`src/design/draw_command_stream_parser_unit_defines.svh`:
```
// ----------------------------------------------------------------------------
// Draw command stream parser: assertion macros
// Shared concurrent assertion forms, clocked on clock, off during reset.
// ----------------------------------------------------------------------------
`ifndef DRAW_COMMAND_STREAM_PARSER_UNIT_DEFINES_SVH
`define DRAW_COMMAND_STREAM_PARSER_UNIT_DEFINES_SVH

// same-cycle implication
`define DCSP_ASSERT_IMP(label, ante, cons, msg) \
   label: assert property (@(posedge clock) disable iff (reset) (ante) |-> (cons)) \
      else $error(msg);

// next-cycle implication
`define DCSP_ASSERT_NXT(label, ante, cons, msg) \
   label: assert property (@(posedge clock) disable iff (reset) (ante) |=> (cons)) \
      else $error(msg);

`endif

```
`src/design/dcsp_pkg.sv`:
```
// ----------------------------------------------------------------------------
// Draw command stream parser package
// Phase and result kind codes, parser state and result records, word table.
// ----------------------------------------------------------------------------
package dcsp_pkg;

   localparam int NUM_CODES = 19;
   localparam logic [4:0] CODE_TEXT = 5'd8;

   typedef enum logic [1:0] {
      PH_IDLE  = 2'd0,
      PH_WORDS = 2'd1,
      PH_TLEN  = 2'd2,
      PH_TCHR  = 2'd3
   } phase_type;

   typedef enum logic [1:0] {
      KIND_WORD  = 2'd0,
      KIND_CHAR  = 2'd1,
      KIND_END   = 2'd2,
      KIND_TRUNC = 2'd3
   } kind_type;

   typedef struct packed {
      phase_type   phase;
      logic [4:0]  code;
      logic [2:0]  words_seen;
      logic [1:0]  byte_in_word;
      logic [23:0] partial;
      logic [7:0]  text_left;
   } parse_state_type;

   typedef struct packed {
      logic        valid;
      logic [4:0]  code;
      kind_type    kind;
      logic [2:0]  pos;
      logic [31:0] payload;
      logic        done;
   } result_type;

   // argument words per command code
   function automatic logic [3:0] word_count(input logic [4:0] code);
      logic [3:0] cnt;
      case (code)
         5'd0, 5'd1, 5'd10, 5'd15, 5'd16: cnt = 4'd4;
         5'd2, 5'd3:                      cnt = 4'd1;
         5'd5, 5'd8, 5'd9:                cnt = 4'd2;
         5'd11, 5'd12:                    cnt = 4'd6;
         5'd13, 5'd14:                    cnt = 4'd8;
         5'd17, 5'd18:                    cnt = 4'd3;
         default:                         cnt = 4'd0;
      endcase
      return cnt;
   endfunction

   // back to idle: counters cleared, code kept
   function automatic parse_state_type go_idle(input parse_state_type cur);
      parse_state_type s;
      s              = cur;
      s.phase        = PH_IDLE;
      s.words_seen   = 3'd0;
      s.byte_in_word = 2'd0;
      s.partial      = 24'd0;
      s.text_left    = 8'd0;
      return s;
   endfunction

endpackage

```
`src/design/dcsp_parse_core.sv`:
```
// ----------------------------------------------------------------------------
// Draw command stream parser: step logic
// Next parser state and the optional result for one buffer byte.
// ----------------------------------------------------------------------------
module dcsp_parse_core
   import dcsp_pkg::*;
(
   input  parse_state_type state_cur,
   input  logic [7:0]      data_byte,
   input  logic            buffer_end,
   output parse_state_type state_nxt,
   output result_type      result
);

   logic       code_ok;
   logic [3:0] new_cnt;
   logic [3:0] cur_cnt;
   logic       word_ends;
   logic       word_last;
   logic       finishes;

   assign code_ok   = data_byte < 8'(NUM_CODES);
   assign new_cnt   = word_count(data_byte[4:0]);
   assign cur_cnt   = word_count(state_cur.code);
   assign word_ends = state_cur.byte_in_word == 2'd3;
   assign word_last = ({1'b0, state_cur.words_seen} + 4'd1) >= cur_cnt;
   assign finishes  = word_last && (state_cur.code != CODE_TEXT);

   // next state
   always_comb begin
      state_nxt = state_cur;
      case (state_cur.phase)
         PH_IDLE: begin
            if (code_ok) begin
               state_nxt      = go_idle(state_cur);
               state_nxt.code = data_byte[4:0];
               if (new_cnt != 4'd0 && !buffer_end) begin
                  state_nxt.phase = PH_WORDS;
               end
            end
         end
         PH_WORDS: begin
            if (!word_ends) begin
               if (buffer_end) begin
                  state_nxt = go_idle(state_cur);
               end else begin
                  state_nxt.partial[{state_cur.byte_in_word, 3'b000} +: 8] = data_byte;
                  state_nxt.byte_in_word = state_cur.byte_in_word + 2'd1;
               end
            end else if (buffer_end && !finishes) begin
               state_nxt = go_idle(state_cur);
            end else if (word_last) begin
               state_nxt = go_idle(state_cur);
               if (state_cur.code == CODE_TEXT) begin
                  state_nxt.phase = PH_TLEN;
               end
            end else begin
               state_nxt.byte_in_word = 2'd0;
               state_nxt.partial      = 24'd0;
               state_nxt.words_seen   = state_cur.words_seen + 3'd1;
            end
         end
         PH_TLEN: begin
            if (data_byte == 8'd0 || buffer_end) begin
               state_nxt = go_idle(state_cur);
            end else begin
               state_nxt.text_left = data_byte;
               state_nxt.phase     = PH_TCHR;
            end
         end
         PH_TCHR: begin
            if (state_cur.text_left <= 8'd1 || buffer_end) begin
               state_nxt = go_idle(state_cur);
            end else begin
               state_nxt.text_left = state_cur.text_left - 8'd1;
            end
         end
         default: state_nxt = go_idle(state_cur);
      endcase
   end

   // result
   always_comb begin
      result         = '0;
      result.code    = state_cur.code;
      result.kind    = KIND_TRUNC;
      result.pos     = state_cur.words_seen;
      result.payload = 32'd0;
      result.done    = 1'b1;
      case (state_cur.phase)
         PH_IDLE: begin
            result.code  = data_byte[4:0];
            result.pos   = 3'd0;
            result.valid = code_ok && (new_cnt == 4'd0 || buffer_end);
            result.kind  = (new_cnt == 4'd0) ? KIND_END : KIND_TRUNC;
         end
         PH_WORDS: begin
            if (!word_ends) begin
               result.valid = buffer_end;
            end else if (buffer_end && !finishes) begin
               result.valid = 1'b1;
            end else begin
               result.valid   = 1'b1;
               result.kind    = KIND_WORD;
               result.payload = {data_byte, state_cur.partial};
               result.done    = finishes;
            end
         end
         PH_TLEN: begin
            result.valid = (data_byte == 8'd0) || buffer_end;
            if (data_byte == 8'd0) begin
               result.kind = KIND_END;
               result.pos  = 3'd0;
            end
         end
         PH_TCHR: begin
            result.valid = 1'b1;
            if (state_cur.text_left <= 8'd1 || !buffer_end) begin
               result.kind    = KIND_CHAR;
               result.pos     = 3'd0;
               result.payload = {24'd0, data_byte};
               result.done    = state_cur.text_left <= 8'd1;
            end
         end
         default: result.valid = 1'b0;
      endcase
   end

endmodule

```
`src/design/draw_command_stream_parser_unit.sv`:
```
// ----------------------------------------------------------------------------
// Draw command stream parser unit
// Parses a drawing command buffer one byte per word, gives argument words,
// text characters, end markers and truncation errors.
// ----------------------------------------------------------------------------
// Usage:
//  - req_ channel: one buffer byte per word, req_buffer_end flags the last
//    byte of a buffer. Taken when req_valid is high and req_stall low.
//  - rsp_ channel: at most one result per byte; taken when rsp_valid is high
//    and rsp_stall low. rsp_command_done marks a command's final result.
//  - Path: a result shows on rsp_ once its byte has passed the input
//    register, then the result register.
//  - Throughput: one byte per cycle while no held result is stalled; the
//    parser step is a single pass of logic between the input register and the result register.
//  - Stall: a held result keeps the input register full; req_stall rises
//    only while both registers are full and the receiver stalls.
//  - Reset (synchronous): parser idle, counters and code zero, both
//    registers empty.
// ----------------------------------------------------------------------------
`include "draw_command_stream_parser_unit_defines.svh"

module draw_command_stream_parser_unit
   import dcsp_pkg::*;
(
   input  logic        clock,
   input  logic        reset,
   input  logic        req_valid,
   output logic        req_stall,
   input  logic [7:0]  req_data_byte,
   input  logic        req_buffer_end,
   output logic        rsp_valid,
   input  logic        rsp_stall,
   output logic [4:0]  rsp_command_code,
   output logic [1:0]  rsp_result_kind,
   output logic [2:0]  rsp_arg_position,
   output logic [31:0] rsp_payload_word,
   output logic        rsp_command_done
);

   // input register
   logic            in_valid_ff, in_valid_in;
   logic [7:0]      in_byte_ff, in_byte_in;
   logic            in_end_ff, in_end_in;

   // parser state
   parse_state_type state_ff, state_in;
   parse_state_type state_nxt;

   // result register
   logic            out_valid_ff, out_valid_in;
   result_type      out_ff, out_in;
   result_type      step_res;

   logic            advance;   // result register can take a new value
   logic            process;   // byte in input register is parsed this cycle

   assign advance   = !out_valid_ff || !rsp_stall;
   assign process   = in_valid_ff && advance;
   assign req_stall = in_valid_ff && !advance;

   dcsp_parse_core u_core (
      .state_cur  (state_ff),
      .data_byte  (in_byte_ff),
      .buffer_end (in_end_ff),
      .state_nxt  (state_nxt),
      .result     (step_res)
   );

   always_comb begin
      in_valid_in = in_valid_ff;
      in_byte_in  = in_byte_ff;
      in_end_in   = in_end_ff;
      if (!req_stall) begin
         in_valid_in = req_valid;
         in_byte_in  = req_data_byte;
         in_end_in   = req_buffer_end;
      end
   end

   always_comb begin
      state_in     = process ? state_nxt : state_ff;
      out_valid_in = out_valid_ff;
      out_in       = out_ff;
      if (advance) begin
         out_valid_in = process && step_res.valid;
         if (process && step_res.valid) begin
            out_in = step_res;
         end
      end
   end

   always_ff @(posedge clock) begin
      if (reset) begin
         in_valid_ff  <= 1'b0;
         out_valid_ff <= 1'b0;
         state_ff     <= go_idle('0);
      end else begin
         in_valid_ff  <= in_valid_in;
         out_valid_ff <= out_valid_in;
         state_ff     <= state_in;
      end
   end

   // payload, no reset
   always_ff @(posedge clock) begin
      in_byte_ff <= in_byte_in;
      in_end_ff  <= in_end_in;
      out_ff     <= out_in;
   end

   assign rsp_valid        = out_valid_ff;
   assign rsp_command_code = out_ff.code;
   assign rsp_result_kind  = 2'(out_ff.kind);
   assign rsp_arg_position = out_ff.pos;
   assign rsp_payload_word = out_ff.payload;
   assign rsp_command_done = out_ff.done;

   // a command's final result leaves the parser idle
   `DCSP_ASSERT_NXT(a_done_goes_idle, process && step_res.valid && step_res.done,
      state_ff.phase == PH_IDLE, "parser not idle after final result")

   // partial word only lives inside the argument phase
   `DCSP_ASSERT_IMP(a_partial_clear, state_ff.phase != PH_WORDS,
      state_ff.byte_in_word == 2'd0 && state_ff.partial == 24'd0,
      "stale partial word outside argument phase")

   // argument words stay within the command's word count
   `DCSP_ASSERT_IMP(a_word_pos, rsp_valid && out_ff.kind == KIND_WORD,
      {1'b0, rsp_arg_position} < word_count(rsp_command_code),
      "argument position beyond word count")

   // truncation is always the final result of its command
   `DCSP_ASSERT_IMP(a_trunc_done, rsp_valid && out_ff.kind == KIND_TRUNC,
      rsp_command_done && rsp_payload_word == 32'd0,
      "truncation result malformed")

endmodule
```
`config.mk`:
```
export PLATFORM = sky130hd
export DESIGN_NAME = draw_command_stream_parser_unit
export DESIGN_NICKNAME = d
export VERILOG_FILES = /design/src/design/dcsp_pkg.sv /design/src/design/dcsp_parse_core.sv /design/src/design/draw_command_stream_parser_unit.sv
export VERILOG_INCLUDE_DIRS = /design/src /design/src/design
export SDC_FILE = /design/constraint.sdc
export NUM_CORES = 1
export LEC_CHECK = 0
export ABC_AREA = 1
export BUFFER_PORTS_ARGS = -buffer_cell sky130_fd_sc_hd__buf_2
export CAP_MARGIN = 20
export CORE_ASPECT_RATIO = 0.75
export CORE_UTILIZATION = 35
export CTS_BUF_LIST = sky130_fd_sc_hd__clkbuf_8
export CTS_CLUSTER_DIAMETER = 120
export DETAILED_ROUTE_END_ITERATION = 8
export GPL_TIMING_DRIVEN = 0
export HOLD_SLACK_MARGIN = 0.05
export PLACE_DENSITY_LB_ADDON = 0.12
export SETUP_SLACK_MARGIN = 0.05
export SYNTH_ARGS = -nofsm -noshare
export SYNTH_HDL_FRONTEND = slang
export SYNTH_SLANG_ARGS = --single-unit
```
`constraint.sdc`:
```
create_clock -name clock -period 4.6 [get_ports clock]
set_input_delay 0.46 -clock clock [delete_from_list [all_inputs] [get_ports clock]]
set_output_delay 0.46 -clock clock [all_outputs]
set_load 0.005 [all_outputs]
```
==> run summary <==
• width of the chip: 145 um
• sequential area share after synthesis: 49.5%
• source-to-sink clock delay at the later pin of the worst-skew pair: 370 ps
• wire length of the first global-routing pass: 21100 um
• Max Clk Rate: 0.385 GHz
• summed negative setup slack over all endpoints: 0 ps
• highest-count cells in the layout ignoring fill and taps: sky130_fd_sc_hd__nand2_1, sky130_fd_sc_hd__nor2_1, sky130_fd_sc_hd__inv_1
• number of setup buffers added after CTS: 0
• syn_nets: 686
• Routed WL: 12900 um
• uppermost routed layer: met4
• commonest non-fill, non-tap cell in the layout: sky130_fd_sc_hd__nand2_1
• Final nets: 755
• actual slew at the worst max-slew pin: 820 ps
• clock slew at reported path FFs: 90 ps
• number of different library cells in the post-synthesis netlist: 34
• IO Count: 58
• peak supply drop: 0.144 mV
• Lkg Pwr: 2.52 nW
• number of antenna-violating nets in the routed design: 0
• clock skew: 15.2 ps
• total global-route track usage: 17.8%
• worst hold path type: in2reg
• Initial Utilization: 36.3%
• final std cells w/o fill: 931
• number of hold buffers added after cts: 0
• core area: 14700 um^2
• outcome: finished, final reports clean
• largest net degree at the start of global routing: 24
• number of max-cap violations: 0
• fraction of the cycle the final worst path needs: 56.5%
• GRT Residual Overflow: 0
• number of optimization iterations in the first detailed-route pass: 5
• Data arrival, critical path: 2710 ps
• nature of the critical path startpoint: register
• number of warnings issued by yosys: 0
• setup-violating endpoint count in the final report: 0
• vertical extent of the die: 109 um
• area delta synth->final: 14.3%
• Routed WL per cell: 13.8 um
• Core Rows: 38
• Post-Synthesis Cells: 657
• Crit. End Element: register
• ratio of routed vias to standard cells: 4.72
• power density normalized to cell area: 279 nW/um^2
• count of antenna diodes in the layout: 0
• dpl cells: 915
• Max Root-Sink Buffers: 2
• normalized max-slew margin: 45.2%
• number of DRC violations after detailed-routing iteration 0: 388
• max-slew violation total from the final report: 0
• CTS-repair resized insts: 0
• fraction of synthesized cell area taken by the top area cell type: 29.3%
• # DRC: 0
• HPWL after detailed placement: 9310 um
• number of H-tree branching levels: 3
• Avg Cell Area, Syn: 8.12 um^2
• number of global-route vias before repair: 4064
• buffers added on ports: 57
• type of the worst setup path: reg2reg
• CTS sink count: 106
• met3 wire length: 583 um
• number of buffers created by CTS: 9
• Die ar.: 15700 um^2
• leading post-synthesis cells by cell area: sky130_fd_sc_hd__edfxtp_1, sky130_fd_sc_hd__dfxtp_1, sky130_fd_sc_hd__nand2_1
• Seq cells post-synth: 106
• sum of met2 wire segment lengths after detailed routing: 5360 um
• area leader, netlist: sky130_fd_sc_hd__edfxtp_1
• area of the mapped netlist: 5330 um^2
• antenna violations before repair: 0
• post-route met1 wirelength: 6770 um
• final estimated routing congestion in global placement: 0.804
• setup repair after global routing missed its margin: no
• Required @ worst endpoint: 4710 ps
• total number of vias: 4390
• ratio of cells with drive above 1 in the final layout: 15.7%
• clock tree root buffer cell: sky130_fd_sc_hd__clkbuf_8
• TritonCTS clock tree: yes
• time the worst path needs with I/O delays and setup: 2600 ps
• highest fanout seen on the critical path: 10
• number of failing hold endpoints at the final stage: 0
metal layers:
metal / track usage, % / up-vias
met4: 4.59 / 0
met5: 0 / -
met2: 26.4 / 94
met3: 3.82 / 13
met1: 25.9 / 2020
li1: - / 2263
power by group:
part	internal, mW	switching, mW	total, mW
registers	1.00	0.00803	1.01
clock network	0.260	0.304	0.564
logic	0.0412	0.0877	0.129
path summary, 6_finish.rpt:
path / startpoint / endpoint / slack [ps] / cells after the start
setup / recovery: state_ff[34] / rsp_payload_word[19] / 2000 / 12
hold / removal: req_data_byte[6] / in_byte_ff[6] / 280 / 1
setup reg to reg: state_ff[34] / rsp_payload_word[19] / 2000 / 12
hold reg to reg: state_ff[13] / state_ff[13] / 470 / 2
logic make-up (layout without fill, tap and decap cells):
| logic type | count (synthesis) | in the layout | synth area share, % |
|---|---|---|---|
| buffers and inverters | 113 | 187 | 8.91 |
| XOR/XNOR | 5 | 5 | 0.821 |
| adder cells (fa/ha/maj) | 16 | 16 | 3.75 |
| AO/OA/AOI/OAI | 77 | 77 | 7.91 |
| AND/OR/NAND/NOR | 340 | 340 | 29.1 |
| flip-flops | 106 | 106 | 49.5 |
stage by stage:
| stage | power, mW | cell area (um^2) | hold WS [ps] | utilization (%) | worst slack, ps |
|---|---|---|---|---|---|
| after floorplan | 1.11 | 5330 | 440 | - | 1310 |
| after global placement | 1.16 | 5870 | 448 | 40.0 | 104 |
| after detailed placement | 1.16 | 5900 | 452 | 40.2 | 2020 |
| after CTS | 1.72 | 6090 | 260 | 41.5 | 1990 |
| after global routing | 1.78 | 6090 | 258 | 41.5 | 1760 |
| final | 1.70 | 6090 | 278 | 41.5 | 2000 |
state kept, by name (all words and copies together), names as in the netlist:
name              cells
rsp_payload_word     32
rsp_arg_position      3
u_core.cur_cnt        4
state_ff             44
rsp_result_kind       2
rsp_command_done      1
u_core.new_cnt        4
in_byte_ff            8
in_end_ff             1
rsp_valid             1
rsp_command_code      5
in_valid_ff           1
cell usage after synthesis:
library cell and instances:
sky130_fd_sc_hd__o211ai_1 1, sky130_fd_sc_hd__buf_6 5, sky130_fd_sc_hd__buf_2 3, sky130_fd_sc_hd__nor2_2 2, sky130_fd_sc_hd__o21ai_0 25, sky130_fd_sc_hd__inv_2 7
sky130_fd_sc_hd__nand2_2 5, sky130_fd_sc_hd__or2_2 2, sky130_fd_sc_hd__ha_1 16, sky130_fd_sc_hd__xor2_1 4, sky130_fd_sc_hd__o21bai_1 2, sky130_fd_sc_hd__nand3b_1 1
sky130_fd_sc_hd__nand4_2 1, sky130_fd_sc_hd__xnor2_1 1, sky130_fd_sc_hd__a21oi_2 2, sky130_fd_sc_hd__buf_4 2, sky130_fd_sc_hd__dfxtp_1 54, sky130_fd_sc_hd__inv_4 1
sky130_fd_sc_hd__a21oi_1 32, sky130_fd_sc_hd__nor2_1 97, sky130_fd_sc_hd__nor2_4 4, sky130_fd_sc_hd__o22ai_1 13, sky130_fd_sc_hd__nand2_1 146, sky130_fd_sc_hd__edfxtp_1 52
sky130_fd_sc_hd__o21a_1 2, sky130_fd_sc_hd__inv_1 84, sky130_fd_sc_hd__nand4_1 13, sky130_fd_sc_hd__nand3_4 1, sky130_fd_sc_hd__nor3_1 11, sky130_fd_sc_hd__clkbuf_1 11
sky130_fd_sc_hd__nand3_2 4, sky130_fd_sc_hd__nand2_4 2, sky130_fd_sc_hd__nor2_8 3, sky130_fd_sc_hd__nand3_1 48
area by class of cell:
cell class | instances | area [um^2]
fill | 1480 | 8600
clock inverter | 6 | 52.6
clock buffer | 10 | 138
sequential | 106 | 2640
inverter | 92 | 348
tap | 200 | 250
multi-input combinational | 438 | 2220
timing repair buffer | 58 | 313
buffer | 21 | 128
worst max-delay path, stage by stage (launching register included):
cell and delay (ps):
sky130_fd_sc_hd__dfxtp_1 390, sky130_fd_sc_hd__ha_1 180, sky130_fd_sc_hd__xor2_1 210, sky130_fd_sc_hd__ha_1 280, sky130_fd_sc_hd__nand2_1 70, sky130_fd_sc_hd__inv_1 40, sky130_fd_sc_hd__nand2_1 60, sky130_fd_sc_hd__nand3_1 160
sky130_fd_sc_hd__nand3_1 140, sky130_fd_sc_hd__nand2_1 100, sky130_fd_sc_hd__nand2_1 190, sky130_fd_sc_hd__clkbuf_1 410, sky130_fd_sc_hd__nor2_1 110
No activity file was read; power rests on OpenSTA's default activity.
